**config.mk**
```make
export PLATFORM = sky130hd
export DESIGN_NAME = linear_probe_hash_set
export DESIGN_NICKNAME = d
export VERILOG_FILES = /design/src/rtl/core/lphs_pkg.sv /design/src/rtl/core/lphs_ram.sv /design/src/rtl/core/lphs_home.sv /design/src/rtl/core/linear_probe_hash_set.sv
export SDC_FILE = /design/constraint.sdc
export NUM_CORES = 1
export LEC_CHECK = 0
export BUFFER_PORTS_ARGS = -buffer_cell sky130_fd_sc_hd__buf_2
export CAP_MARGIN = 20
export CORE_ASPECT_RATIO = 1.75
export CORE_MARGIN = 2
export CORE_UTILIZATION = 45
export DETAILED_ROUTE_END_ITERATION = 8
export PLACE_DENSITY_LB_ADDON = 0.08
export SKIP_CTS_REPAIR_TIMING = 1
export SLEW_MARGIN = 20
export SYNTH_ARGS = -nofsm -noshare
export SYNTH_HDL_FRONTEND = slang
export SYNTH_SLANG_ARGS = --single-unit
```
**constraint.sdc**
```tcl
create_clock -name aclk -period 7.3 [get_ports aclk]
set_input_delay 0.365 -clock aclk [delete_from_list [all_inputs] [get_ports aclk]]
set_output_delay 0.365 -clock aclk [all_outputs]
set_load 0.02 [all_outputs]
```
**src/rtl/core/lphs_pkg.sv**
```systemverilog
// Shared constants for the linear probing hash set: request, status and
// slot tag codes, field widths and parameter defaults. No dependencies.
`timescale 1ns / 1ps

package lphs_pkg;

    // field widths fixed by the interface
    localparam int REQ_W      = 2;
    localparam int KEY_IN_W   = 32;
    localparam int STATUS_W   = 3;
    localparam int SLOT_IDX_W = 4;
    localparam int TAG_W      = 2;

    // parameter defaults
    localparam int TABLE_SIZE_DEF = 16;
    localparam int KEY_WIDTH_DEF  = 32;

    // request codes
    localparam logic [REQ_W-1:0] REQ_INSERT = 2'd0;
    localparam logic [REQ_W-1:0] REQ_LOOKUP = 2'd1;
    localparam logic [REQ_W-1:0] REQ_DELETE = 2'd2;

    // slot tags
    localparam logic [TAG_W-1:0] TAG_EMPTY = 2'd0;
    localparam logic [TAG_W-1:0] TAG_TOMB  = 2'd1;
    localparam logic [TAG_W-1:0] TAG_USED  = 2'd2;

    // result status codes
    localparam logic [STATUS_W-1:0] STATUS_INSERTED = 3'd0;
    localparam logic [STATUS_W-1:0] STATUS_PRESENT  = 3'd1;
    localparam logic [STATUS_W-1:0] STATUS_FULL     = 3'd2;
    localparam logic [STATUS_W-1:0] STATUS_FOUND    = 3'd3;
    localparam logic [STATUS_W-1:0] STATUS_MISSING  = 3'd4;
    localparam logic [STATUS_W-1:0] STATUS_DELETED  = 3'd5;

endpackage

```
**src/rtl/core/lphs_ram.sv**
```systemverilog
// Generic single-port-write, single-port-read RAM with registered read data.
// No dependencies.
`timescale 1ns / 1ps

module lphs_ram #(
    parameter int WIDTH = 8,
    parameter int DEPTH = 16
) (
    input  logic                     aclk,
    input  logic                     we,
    input  logic [$clog2(DEPTH)-1:0] waddr,
    input  logic [WIDTH-1:0]         wdata,
    input  logic                     re,
    input  logic [$clog2(DEPTH)-1:0] raddr,
    output logic [WIDTH-1:0]         rdata
);

    logic [WIDTH-1:0] mem [DEPTH];
    logic [WIDTH-1:0] rdata_reg;

    always_ff @(posedge aclk) begin
        if (we) begin
            mem[waddr] <= wdata;
        end
        if (re) begin
            rdata_reg <= mem[raddr];
        end
    end

    assign rdata = rdata_reg;

endmodule

```
**src/rtl/core/lphs_home.sv**
```systemverilog
// Home slot unit: key modulo table size. A mask for power-of-two sizes,
// otherwise a reciprocal multiplication, a remainder and a conditional subtract.
// Depends on nothing but its parameters.
`timescale 1ns / 1ps

module lphs_home #(
    parameter int TABLE_SIZE = 16,
    parameter int KEY_W      = 32
) (
    input  logic                          aclk,
    input  logic                          aresetn,
    input  logic                          start,
    input  logic [KEY_W-1:0]              key_in,
    output logic                          done,
    output logic [$clog2(TABLE_SIZE)-1:0] home
);

    localparam int IDX_W = $clog2(TABLE_SIZE);
    localparam bit POW2  = (TABLE_SIZE & (TABLE_SIZE - 1)) == 0;

    logic done_reg;

    generate
        if (POW2) begin : g_mask
            logic [IDX_W-1:0] home_reg;

            always_ff @(posedge aclk) begin
                if (!aresetn) begin
                    done_reg <= 1'b0;
                end else if (start) begin
                    done_reg <= 1'b1;
                end
                if (start) begin
                    home_reg <= IDX_W'(key_in);
                end
            end

            assign home = home_reg;
        end else begin : g_recip
            // quotient estimate k*M >> (N+IDX_W), M = floor(2^(N+IDX_W)/T),
            // is low by at most one, so one conditional subtract finishes
            localparam int N  = (KEY_W > IDX_W) ? KEY_W : IDX_W;
            localparam int NW = N + 1;
            localparam int QW = N - IDX_W + 1;
            localparam int PW = 2 * N + 1;
            localparam logic [63:0]    M_FULL = (64'd1 << (N + IDX_W)) / 64'(TABLE_SIZE);
            localparam logic [N:0]     M_C    = M_FULL[N:0];
            localparam logic [IDX_W:0] T_C    = (IDX_W + 1)'(TABLE_SIZE);

            logic [2:0]       stage_reg;
            logic [N-1:0]     k_reg;
            logic [QW-1:0]    q_reg;
            logic [IDX_W:0]   r_reg;
            logic [IDX_W-1:0] home_reg;
            logic [PW-1:0]    prod;
            logic [NW-1:0]    r_wide;

            assign prod   = PW'(k_reg) * PW'(M_C);
            // r = k - q*T lies in [0, 2T)
            assign r_wide = NW'(k_reg) - NW'(q_reg) * NW'(TABLE_SIZE);

            always_ff @(posedge aclk) begin
                if (!aresetn) begin
                    done_reg  <= 1'b0;
                    stage_reg <= '0;
                end else if (start) begin
                    done_reg  <= 1'b0;
                    stage_reg <= 3'b001;
                end else begin
                    stage_reg <= {stage_reg[1:0], 1'b0};
                    if (stage_reg[2]) begin
                        done_reg <= 1'b1;
                    end
                end
                if (start) begin
                    k_reg <= N'(key_in);
                end
                if (stage_reg[0]) begin
                    q_reg <= prod[PW-1 -: QW];
                end
                if (stage_reg[1]) begin
                    r_reg <= r_wide[IDX_W:0];
                end
                if (stage_reg[2]) begin
                    home_reg <= (r_reg >= T_C) ? IDX_W'(r_reg - T_C)
                                               : r_reg[IDX_W-1:0];
                end
            end

            assign home = home_reg;
        end
    endgenerate

    assign done = done_reg;

endmodule

```
**src/rtl/core/linear_probe_hash_set.sv**
```systemverilog
// Linear probing hash set with tombstones: top level, probe sequencer.
// Depends on lphs_pkg, lphs_home and lphs_ram.
`timescale 1ns / 1ps
//
//  channel  dir  ports (tdata / tuser)                  word
//  s_axis   in   tdata[31:0] key, tuser[1:0] req_type   one request
//  m_axis   out  tdata[3:0] slot_index, tuser[2:0] status  one result
//
// One request at a time. The home slot comes from a mask for a power-of-two
// TABLE_SIZE, else from the three-stage reciprocal remainder; then the first
// slot is read. The probe then reads one slot per cycle from the slot RAM
// (single read port), up to TABLE_SIZE reads, and a finish step does the
// write-back and loads the result.
// Reset: a clearing pass over all TABLE_SIZE slots marks every slot empty; no
// request is accepted during it.
// Stalls: the result register holds one word; a new request is taken while it
// waits, and the finish step waits for it to drain.

module linear_probe_hash_set
    import lphs_pkg::*;
#(
    parameter int TABLE_SIZE = TABLE_SIZE_DEF,
    parameter int KEY_WIDTH  = KEY_WIDTH_DEF
) (
    input  logic                  aclk,
    input  logic                  aresetn,

    input  logic                  s_axis_tvalid,
    output logic                  s_axis_tready,
    input  logic [KEY_IN_W-1:0]   s_axis_tdata,   // [31:0] key
    input  logic [REQ_W-1:0]      s_axis_tuser,   // [1:0] req_type

    output logic                  m_axis_tvalid,
    input  logic                  m_axis_tready,
    output logic [7:0]            m_axis_tdata,   // [3:0] slot_index, [7:4] zero
    output logic [STATUS_W-1:0]   m_axis_tuser    // [2:0] status
);

    localparam int IDX_W = $clog2(TABLE_SIZE);
    localparam int KE    = (KEY_WIDTH < KEY_IN_W) ? KEY_WIDTH : KEY_IN_W;
    localparam int RW    = TAG_W + KEY_WIDTH;
    localparam logic [IDX_W-1:0] LAST = IDX_W'(TABLE_SIZE - 1);

    typedef enum logic [2:0] {
        S_CLEAR,
        S_IDLE,
        S_HASH,
        S_PROBE,
        S_FINISH
    } state_t;

    state_t                state_reg;
    logic [REQ_W-1:0]      req_reg;
    logic [KEY_WIDTH-1:0]  key_reg;
    logic [IDX_W-1:0]      clr_reg;
    logic [IDX_W-1:0]      pos_reg;
    logic [IDX_W-1:0]      cnt_reg;
    logic [IDX_W-1:0]      hole_reg;
    logic                  have_hole_reg;
    logic [STATUS_W-1:0]   status_reg;
    logic [IDX_W-1:0]      idx_reg;
    logic                  wr_pend_reg;
    logic [IDX_W-1:0]      wr_addr_reg;
    logic [TAG_W-1:0]      wr_tag_reg;
    logic                  m_valid_reg;
    logic [STATUS_W-1:0]   m_status_reg;
    logic [SLOT_IDX_W-1:0] m_slot_reg;

    logic                  s_fire;
    logic                  out_free;
    logic [KEY_WIDTH+KEY_IN_W-1:0] key_wide;
    logic [IDX_W+SLOT_IDX_W-1:0]   slot_wide;

    logic                  home_done;
    logic [IDX_W-1:0]      home;

    logic                  ram_we;
    logic [IDX_W-1:0]      ram_waddr;
    logic [RW-1:0]         ram_wdata;
    logic                  ram_re;
    logic [IDX_W-1:0]      ram_raddr;
    logic [RW-1:0]         ram_rdata;

    // probe evaluation of the slot read last cycle
    logic [TAG_W-1:0]      rd_tag;
    logic [KEY_WIDTH-1:0]  rd_key;
    logic                  is_empty;
    logic                  is_match;
    logic                  have_now;
    logic [IDX_W-1:0]      hole_now;
    logic                  stop;
    logic [IDX_W-1:0]      pos_nxt;

    assign s_axis_tready = (state_reg == S_IDLE);
    assign s_fire        = s_axis_tvalid && s_axis_tready;
    assign out_free      = !m_valid_reg || m_axis_tready;

    // only the low min(KEY_WIDTH, 32) bits of the key port count, zero-extended to KEY_WIDTH
    assign key_wide  = {{KEY_WIDTH{1'b0}}, KEY_IN_W'(s_axis_tdata[KE-1:0])};
    assign slot_wide = {{SLOT_IDX_W{1'b0}}, idx_reg};

    assign rd_tag   = ram_rdata[RW-1 -: TAG_W];
    assign rd_key   = ram_rdata[KEY_WIDTH-1:0];
    assign is_empty = (rd_tag == TAG_EMPTY);
    assign is_match = (rd_tag == TAG_USED) && (rd_key == key_reg);
    // empty, tombstone or unknown tag all count as a hole
    assign have_now = have_hole_reg || (rd_tag != TAG_USED);
    assign hole_now = have_hole_reg ? hole_reg : pos_reg;
    assign stop     = is_empty || is_match || (cnt_reg == LAST);
    assign pos_nxt  = (pos_reg == LAST) ? '0 : pos_reg + 1'b1;

    // RAM port control
    always_comb begin
        ram_re    = 1'b0;
        ram_raddr = pos_nxt;
        ram_we    = 1'b0;
        ram_waddr = wr_addr_reg;
        ram_wdata = {wr_tag_reg, key_reg};
        unique case (state_reg)
            S_CLEAR: begin
                ram_we    = 1'b1;
                ram_waddr = clr_reg;
                ram_wdata = {TAG_EMPTY, {KEY_WIDTH{1'b0}}};
            end
            S_HASH: begin
                ram_re    = home_done;
                ram_raddr = home;
            end
            S_PROBE: begin
                ram_re = !stop;
            end
            S_FINISH: begin
                ram_we = out_free && wr_pend_reg;
            end
            default: begin
            end
        endcase
    end

    always_ff @(posedge aclk) begin
        if (!aresetn) begin
            state_reg   <= S_CLEAR;
            clr_reg     <= '0;
            m_valid_reg <= 1'b0;
        end else begin
            // the finish step reloads the result register itself
            if (m_valid_reg && m_axis_tready && state_reg != S_FINISH) begin
                m_valid_reg <= 1'b0;
            end
            unique case (state_reg)
                S_CLEAR: begin
                    clr_reg <= clr_reg + 1'b1;
                    if (clr_reg == LAST) begin
                        state_reg <= S_IDLE;
                    end
                end
                S_IDLE: begin
                    if (s_fire) begin
                        req_reg     <= s_axis_tuser;
                        key_reg     <= key_wide[KEY_WIDTH-1:0];
                        status_reg  <= STATUS_MISSING;
                        idx_reg     <= '0;
                        wr_pend_reg <= 1'b0;
                        case (s_axis_tuser)
                            REQ_INSERT, REQ_LOOKUP, REQ_DELETE: state_reg <= S_HASH;
                            default:                            state_reg <= S_FINISH;
                        endcase
                    end
                end
                S_HASH: begin
                    if (home_done) begin
                        pos_reg       <= home;
                        cnt_reg       <= '0;
                        have_hole_reg <= 1'b0;
                        state_reg     <= S_PROBE;
                    end
                end
                S_PROBE: begin
                    if (stop) begin
                        state_reg <= S_FINISH;
                        if (is_match) begin
                            idx_reg <= pos_reg;
                            case (req_reg)
                                REQ_INSERT: status_reg <= STATUS_PRESENT;
                                REQ_LOOKUP: status_reg <= STATUS_FOUND;
                                default: begin
                                    status_reg  <= STATUS_DELETED;
                                    wr_pend_reg <= 1'b1;
                                    wr_addr_reg <= pos_reg;
                                    wr_tag_reg  <= TAG_TOMB;
                                end
                            endcase
                        end else if (req_reg == REQ_INSERT) begin
                            if (have_now) begin
                                status_reg  <= STATUS_INSERTED;
                                idx_reg     <= hole_now;
                                wr_pend_reg <= 1'b1;
                                wr_addr_reg <= hole_now;
                                wr_tag_reg  <= TAG_USED;
                            end else begin
                                status_reg <= STATUS_FULL;
                            end
                        end
                    end else begin
                        pos_reg       <= pos_nxt;
                        cnt_reg       <= cnt_reg + 1'b1;
                        have_hole_reg <= have_now;
                        hole_reg      <= hole_now;
                    end
                end
                S_FINISH: begin
                    if (out_free) begin
                        m_valid_reg  <= 1'b1;
                        m_status_reg <= status_reg;
                        m_slot_reg   <= slot_wide[SLOT_IDX_W-1:0];
                        state_reg    <= S_IDLE;
                    end
                end
                default: begin
                    state_reg <= S_IDLE;
                end
            endcase
        end
    end

    lphs_home #(
        .TABLE_SIZE (TABLE_SIZE),
        .KEY_W      (KE)
    ) u_home (
        .aclk    (aclk),
        .aresetn (aresetn),
        .start   (s_fire),
        .key_in  (s_axis_tdata[KE-1:0]),
        .done    (home_done),
        .home    (home)
    );

    // slot store: tag and key side by side, one entry per slot
    lphs_ram #(
        .WIDTH (RW),
        .DEPTH (TABLE_SIZE)
    ) u_slots (
        .aclk  (aclk),
        .we    (ram_we),
        .waddr (ram_waddr),
        .wdata (ram_wdata),
        .re    (ram_re),
        .raddr (ram_raddr),
        .rdata (ram_rdata)
    );

    assign m_axis_tvalid = m_valid_reg;
    assign m_axis_tdata  = {4'b0000, m_slot_reg};
    assign m_axis_tuser  = m_status_reg;

endmodule

```
=== Yosys cells after proc, flatten, opt, wreduce, memory -nomap -nowiden ===
Memory sizes are Yosys's and may differ from the RTL's. A register that Yosys moved wholly into a read port is not among the register bits.
Cells that the tools add are included.

* Flip-flop bits (word level): 81
* Latch bits: 0
* Bits in writable memories: 544
* ROM bits: 0
* Bits of input ports: 38
* Output and inout bits: 13
* Memories: 1

{| class="wikitable"
|+ Memory list
! name !! words !! width !! rd ports !! clocked after memory_dff !! write ports !! line !! source
|-
| u_slots.mem || 16 || 34 || 1 || 1 || 1 || lphs_ram.sv:18 || <nowiki>logic [WIDTH-1:0] mem [DEPTH];</nowiki>
|}

* Add/sub/neg operators: 3
* $mul: 0
* Div/mod/pow operators: 0
* Order comparisons: 0
* Equality and inequality tests: 24
* Shift operators: 0
* Muxes and demuxes: 54
* Bitwise gates (word level): 1
* Reduce and logical (&&, ||, !) cells: 30

{| class="wikitable"
|+ Operators with widths
! kind !! number
|-
| $mux W4 || 15
|-
| $mux W34 || 1
|-
| $eq A32 B32 Y1 || 1
|-
| $mux W3 || 10
|-
| $pmux W4 S2 || 3
|-
| $pmux W3 S5 || 1
|-
| $mux W1 || 13
|-
| $add A4 B1 Y4 const B || 3
|-
| $eq A4 B4 Y1 const B || 3
|-
| $ne A2 B2 Y1 const B || 6
|-
| $ne A3 B3 Y1 const B || 4
|-
| $pmux W3 S2 || 2
|-
| $reduce_and A6 Y1 || 2
|-
| $mux W2 || 5
|-
| $reduce_and A5 Y1 || 2
|-
| $reduce_and A3 Y1 || 3
|-
| $pmux W1 S2 || 4
|-
| $reduce_bool A2 Y1 || 4
|-
| $reduce_and A7 Y1 || 1
|-
| $eq A3 B2 Y1 const B || 2
|-
| $logic_not A2 Y1 || 3
|-
| $logic_and A1 B1 Y1 || 5
|-
| $eq A2 B1 Y1 const B || 2
|-
| $eq A2 B2 Y1 const B || 2
|-
| 10 further kinds || 15
|}

=== Depth between registers and ports, before layout ===
Gate-level depths: netlist of the first run.

* Word-level depth: 7
* Mapped depth: 10
* Gate-level depth less buffers: 6

=== Cells and area by module ===
Synthesis of the first run repeated with hierarchy kept, for this count alone.

* Cell total of the unflattened synthesis: 1,204
* Area total of the unflattened synthesis: 25,315.5 µm²

{| class="wikitable"
|+ Modules (own cells, without submodules)
! module !! instances !! cells each !! area each (µm²)
|-
| lphs_ram || 1 || 888 || 21,416.8
|-
| linear_probe_hash_set || 1 || 310 || 3,751.1
|-
| lphs_home || 1 || 6 || 147.6
|}

=== Worst setup path before layout of the first run ===
No wires, ideal clock.

* Path type: reg2reg
* Start point: reg state_reg[1]
* End point: mem u_slots.mem[11][0] (netlist bit) (enable)
* Library setup time: 425 ps
* Arrival time: 2,990 ps
* Required time: 6,875 ps
* Path slack: 3,885 ps
* Stages on the path, launching flop included: 8
* Path buffers: 2
* Clock period less this slack: 3,415 ps
* Cell sequence: dfxtp_1 clkbuf_1 nor3_1 clkbuf_1 nand3_1 nand2_1 nand2_1 nor2_1

* Cells in the longest elaborated chain, start to end: 4

{| class="wikitable"
|+ RTL lines
! item !! line !! source
|-
| start: declaration || linear_probe_hash_set.sv:52 || <nowiki>state_t state_reg;</nowiki>
|-
| start signal: assignment || linear_probe_hash_set.sv:142 || <nowiki>state_reg <= S_CLEAR;</nowiki>
|-
| start signal: assignment || linear_probe_hash_set.sv:154 || <nowiki>state_reg <= S_IDLE;</nowiki>
|-
| start signal: assignment || linear_probe_hash_set.sv:165 || <nowiki>REQ_INSERT, REQ_LOOKUP, REQ_DELETE: state_reg <= S_HASH;</nowiki>
|-
| $eq A3 B3 Y1 / $logic_not A3 Y1 (equally long branches) || linear_probe_hash_set.sv:119 || <nowiki>unique case (state_reg)</nowiki>
|-
| $pmux W1 S2 || linear_probe_hash_set.sv:119 ||
|-
| $mux W1 || lphs_ram.sv:22 || <nowiki>if (we) begin</nowiki>
|-
| $mux W1 (not written as such) || lphs_ram.sv:23 || <nowiki>mem[waddr] <= wdata;</nowiki>
|-
| end: declaration || lphs_ram.sv:18 ||
|}

Several ways; a longest one is shown, not always the timed one.

=== Worst setup path in the final report of the first run ===
* Start point: reg state_reg[2]
* End point: reg u_slots.rdata_reg[15] (netlist: u_slots.rdata[15]) (read register of u_slots.mem) (data pin)

* Cells in the longest elaborated chain, start to end: 2

{| class="wikitable"
|+ RTL lines
! item !! line !! source
|-
| $eq A3 B2 Y1 || linear_probe_hash_set.sv:119 ||
|-
| $pmux W1 S2 / $mux W4 (equally long branches) || linear_probe_hash_set.sv:119 ||
|-
| end: declaration || lphs_ram.sv:19 || <nowiki>logic [WIDTH-1:0] rdata_reg;</nowiki>
|}

Several ways; a longest one is shown, not always the timed one.
A chain may end at the register's enable or synchronous reset.

==> impl_metrics.py, run 1 <==
metrics = {
    "sta": {
        "tns_ns": 0,
        "setup_viol": 0,
        "finClkSkew_ns": 0.0249,
        "grt_setup_unrepaired": "false",
        "fin_crit_ns": 4.51,
        "fmax_mhz": 222,
        "max_slew_margin_pct": 27.5,
        "slew_violations": 0,
        "worst_slew_pin_slew_ns": 1.09,
        "hold_viol": 0,
        "period_share_pct": 61.8,
    },
    "power_and_ir_drop": {
        "p_seq_share_pct": 55.1,
        "power.density_nw_per_um2": 249,
        "p_switching_mw": 1.54,
        "intPower_mw": 6.07,
        "switching_share_pct": 20.2,
        "max-vdd-ir-drop_mv": 0.199,
        "pwr-share-comb_pct": 1.9,
        "leakagePower_nw": 10.4,
        "p_clk_share_pct": 43.0,
    },
    "worst_setup_path": {
        "critPathKind": "reg -> reg",
        "cp-start-kind": "flop",
        "worst-path-max-fanout": 148,
        "cp-end-kind": "flop",
        "path_cells": "or3b_4 > buf_4 > a21o_4 > buf_12 > a211oi_1 > a311o_1 > nand4_1",
        "critPathSlowestCell": "buf_4",
        "cpPeakStageDelay_ns": 0.89,
        "critPathBufInv": 2,
        "cpLargestDelayFamily": "buffers and inverters",
        "critical_path_arrival_ns": 4.99,
        "cp_data_required_time_ns": 7.77,
    },
    "place": {
        "placed_cell_area_um2": 28200,
        "dp_hpwl_mm": 38.5,
        "gp_congestion": 0.780,
        "portBuffers": 46,
    },
    "outcome": {
        "status": "complete, no violations",
    },
    "global_routing": {
        "grt_remaining_overflow": 0,
        "antenna_found_initial": 0,
        "first_global_vias": 16200,
        "grt_max_degree": 149,
        "grt_pass1_wl_mm": 110,
        "grt_usage_pct": 24.5,
    },
    "logic_synthesis": {
        "synthTopCellsByArea": "edfxtp_1 (72%), a211oi_1 (5.7%), a311o_1 (3.8%)",
        "synth_area_leader_cell": "edfxtp_1",
        "synth_cell_types": 57,
        "synth_top_area_share_pct": 72.0,
        "synth-main-ff-cell": "edfxtp_1",
        "postSynthAreaPerCell_um2": 14.7,
        "ys_seq_area_share_pct": 72.6,
        "ys_seq_elements": 659,
        "synth_cells": 1843,
        "ys_warn_count": 0,
        "synth-edff-count": 650,
        "syn-cell-area_um2": 27100,
        "async_flop_share_pct": 0,
    },
    "floorplan": {
        "die_w_um": 190,
        "floorplan.die_area_um2": 62300,
        "start_util_pct": 45.3,
        "row_count": 119,
        "die_h_um": 329,
        "io_pins": 51,
        "coreArea_um2": 59900,
    },
    "drt": {
        "drc": 0,
        "routed_wl_mm": 76.8,
        "drt.antenna.violating_nets": 0,
        "drt_iter0_markers": 1434,
        "drtPass1Iterations": 6,
        "post_drt_wl_per_cell_um": 28.2,
        "vias": 16400,
        "drt-vias-per-instance": 6.03,
    },
    "layout": {
        "final_common_cell": "edfxtp_1",
        "drive_gt1_share_pct": 11.3,
        "nets": 1929,
        "final_cell_mix": "edfxtp_1 (650), nand2_1 (239), a211oi_1 (205)",
        "largest_reg_flops": 544,
        "finalInstanceArea_um2": 30600,
        "syn_to_final_growth_pct": 12.7,
        "postLayoutCoreUtil_pct": 51.1,
        "diodes": 0,
    },
    "cts": {
        "insertion_delay_ns": 0.63,
        "cts_buffer_depth": 3,
        "clkTransAtPathRegs_ns": 0.06,
        "clock-sinks": 659,
        "cts_tree": "yes",
        "cts_max_level": 2,
        "cts_made_buffers": 61,
        "ctsRootBufferMaster": "clkbuf_16",
    },
    "min_path": {
        "min_path_type": "in -> reg",
    },
    "run": {
        "cap_violations": 0,
    },
}
[power groups by stage]
stage	sequential (mW)	clock, mW	combinational (mW)
after floorplan	4.27	0	0.0623
after global placement	4.27	0	0.135
after detailed placement	4.27	0	0.136
after CTS	4.19	3.33	0.137
after global routing	4.19	3.46	0.160
final	4.19	3.27	0.147
[layer usage]
layer / wire length (um) / vias up / share of wire [%] / global-route usage, %
met5: 0 / - / 0 / 0
met4: 2290 / 0 / 3.0 / 7.85
met3: 3580 / 119 / 4.7 / 2.34
met2: 40000 / 508 / 52 / 44.6
met1: 30900 / 8564 / 40 / 30.7
li1: - / 7239 / - / -
[cell usage after synthesis, drive strengths merged, types with 2 or more instances]
cell    number
a211o       13
a211oi     205
a21o         2
a21oi       11
a221oi      13
a311o      103
a31oi        9
and2        37
and3         5
buf         70
clkbuf      70
dfxtp        9
edfxtp     650
ha           3
inv        109
mux2         9
mux2i       61
nand2      239
nand2b       3
nand3        9
nand4       39
nor2        33
nor2b       16
nor3         8
nor3b        7
nor4        13
nor4b        2
o211ai       3
o21ai       11
o22a        22
o31ai        2
or2          2
or3          3
xnor2        6
xor2        31
[tightest hold or removal path, cell delays in order]
cell	delay, ns
buf_2	0.16
nand2_1	0.08
a21oi_1	0.04
[metrics by stage]
| step | power, mW | hold WS, ns | std cells | setup slack (ns) |
|---|---|---|---|---|
| after global routing | 7.82 | 0.0402 | 2726 | 2.60 |
| after CTS | 7.66 | -0.119 | 2691 | 2.79 |
| after global placement | 4.41 | 0.401 | 2576 | 2.88 |
| after floorplan | 4.33 | 0.400 | 1846 | 3.89 |
| final | 7.61 | 0.0585 | 2726 | 2.79 |
| after detailed placement | 4.41 | 0.407 | 2576 | 2.81 |
[final cells by class]
type                    count  area [um^2]
repair buffers            119          888
flip-flops and latches    659        19700
well taps                 786          983
inverters                 110          413
clock inverters            43          414
fillers                  5100        29300
multi-input cells         937         6560
clock buffers              72         1610
[path summary, 6_finish.rpt]
kind	depth (start not counted)	start	end	slack (ns)
hold / removal	3	aresetn	state_reg[2]	0.06
setup reg to reg	7	state_reg[2]	u_slots.rdata[15]	2.79
hold reg to reg	0	idx_reg[1]	m_slot_reg[1]	0.42
setup / recovery	7	state_reg[2]	u_slots.rdata[15]	2.79
[cell families after synthesis]
family,count (synthesis),synth area share [%]
and+or+nand+nor,423,7.30
DFF,659,72.6
AOI/OAI and AO/OA,400,12.1
buffers and inverters,250,4.01
adders and majority gates,3,0.138
other,1,0.0138
xor gates and xnor gates,37,1.20
muxes,70,2.63
No activity file was read; power rests on OpenSTA's default activity.
==> run 2, diff against run 1 <==
clock period = 4.5 ns   (was 7.3 ns; I/O delays follow)
==> impl_metrics.py, run 2 (synthesized netlist as in run 1, its figures left out) <==
metrics = {
    "outcome": {
        "status": "complete, no violations",
    },
    "power_and_ir_drop": {
        "power.density_nw_per_um2": 398,
        "leakagePower_nw": 10.6,
        "max-vdd-ir-drop_mv": 0.305,
        "totalPowerFinal_mw": 12.3,
    },
    "sta": {
        "period_share_pct": 79.2,
        "grt_setup_unrepaired": "false",
        "finClkSkew_ns": 0.0161,
        "setup_viol": 0,
        "worst_hold_slack_ns": 0.139,
        "fin_crit_ns": 3.57,
        "worst_slew_pin_slew_ns": 1.12,
        "max_slew_margin_pct": 25.2,
        "fin_ws_ns": 0.934,
        "slew_violations": 0,
        "fmax_mhz": 280,
        "tns_ns": 0,
        "hold_viol": 0,
    },
    "worst_setup_path": {
        "critPathBufInv": 1,
        "critical_path_arrival_ns": 3.87,
        "cpPeakStageDelay_ns": 0.82,
        "path_common_cell": "a211oi_1",
        "r2r_setup_slack_ns": 0.93,
        "cp-end-kind": "flop",
        "cp_data_required_time_ns": 4.81,
        "critPathSlowestCell": "buf_4",
        "reg2reg_depth": 6,
        "r2r-start": "state_reg[2]",
        "rr_endpoint": "u_slots.rdata[17]",
        "worst-path-max-fanout": 64,
        "critPathKind": "reg -> reg",
        "cp-start-kind": "flop",
        "path_cells": "or3b_4 > buf_4 > a211oi_1 > a211oi_1 > a311o_1 > nand4_1",
        "cpLargestDelayFamily": "simple AND/OR/NAND/NOR gates",
    },
    "cts": {
        "cts_buffer_depth": 3,
        "cts_max_level": 2,
        "clkTransAtPathRegs_ns": 0.07,
        "clock-sinks": 659,
        "insertion_delay_ns": 0.63,
        "cts_tree": "yes",
        "ctsRootBufferMaster": "clkbuf_16",
        "cts_made_buffers": 60,
    },
    "layout": {
        "nets": 1940,
        "stdcell_count": 2732,
        "finalInstanceArea_um2": 30900,
        "fillers": 5074,
        "postLayoutCoreUtil_pct": 51.6,
        "register_area_um2": 19700,
        "largest_reg_flops": 544,
        "drive_gt1_share_pct": 11.5,
        "final_cell_mix": "edfxtp_1 (650), nand2_1 (239), a211oi_1 (205)",
        "syn_to_final_growth_pct": 13.8,
        "final_common_cell": "edfxtp_1",
        "multi_input_area_um2": 6560,
        "diodes": 0,
    },
    "floorplan": {
        "io_pins": 51,
        "coreArea_um2": 59900,
        "floorplan.die_area_um2": 62300,
        "die_h_um": 329,
        "start_util_pct": 45.3,
        "die_w_um": 190,
        "row_count": 119,
    },
    "place": {
        "gp_congestion": 0.829,
        "portBuffers": 46,
        "place_ws_ns": 0.931,
        "dp.cells": 2587,
        "placed_cell_area_um2": 28500,
        "dp_hpwl_mm": 43.8,
    },
    "drt": {
        "post_drt_wl_per_cell_um": 28.2,
        "drt-vias-per-instance": 5.98,
        "drt.antenna.violating_nets": 0,
        "routed_wl_mm": 77.1,
        "vias": 16300,
        "drt_iter0_markers": 1558,
        "drc": 0,
        "drtPass1Iterations": 7,
    },
    "run": {
        "cap_violations": 0,
    },
    "min_path": {
        "holdPathStages": 5,
        "min_path_type": "in -> reg",
        "min_from": "s_axis_tvalid",
        "min_to": "state_reg[2]",
    },
    "global_routing": {
        "grt_usage_pct": 24.8,
        "first_global_vias": 16200,
        "antenna_found_initial": 0,
        "grt_max_degree": 79,
        "grt_pass1_wl_mm": 112,
        "grt_remaining_overflow": 0,
    },
}
[run 2: cell type report]
cell class,count,area share (%)
Tap cell,786,3.19
Sequential cell,659,63.8
Clock buffer,68,5.10
Multi-Input combinational cell,937,21.2
Timing Repair Buffer,131,3.92
Clock inverter,41,1.39
Inverter,110,1.34
[run 2: where the power goes]
group          total (mW)  switching [mW]  internal [mW]
Combinational       0.242           0.160         0.0819
Sequential           6.80          0.0281           6.77
Clock                5.24            2.23           3.01
Total                12.3            2.42           9.86
[run 2: worst max-delay path by stage]
stage | to | slack, ns | cells after the start | from
2_1_floorplan | u_slots.mem[11][0] | 1.09 | 7 | state_reg[1]
3_3_place_gp | u_slots.rdata[17] | 0.97 | 6 | state_reg[2]
3_5_place_dp | u_slots.rdata[17] | 0.93 | 6 | state_reg[2]
4_1_cts | u_slots.rdata[17] | 0.90 | 6 | state_reg[2]
5_1_grt | u_slots.rdata[17] | 0.78 | 6 | state_reg[2]
6_report | u_slots.rdata[17] | 0.93 | 6 | state_reg[2]
[run 2: per-layer routing]
| layer | vias up | GRT usage (%) | share of wire (%) |
|---|---|---|---|
| met5 | - | 0 | 0 |
| met1 | 8386 | 31.2 | 40 |
| met4 | 0 | 8.66 | 3.2 |
| met3 | 125 | 2.87 | 4.9 |
| met2 | 570 | 44.2 | 52 |
| li1 | 7252 | - | - |
[run 2: tightest hold or removal path, stage by stage]
cell and delay (ns):
buf_2 0.13, a31oi_1 0.18, o21ai_0 0.09, nand2_1 0.06, a21oi_1 0.04
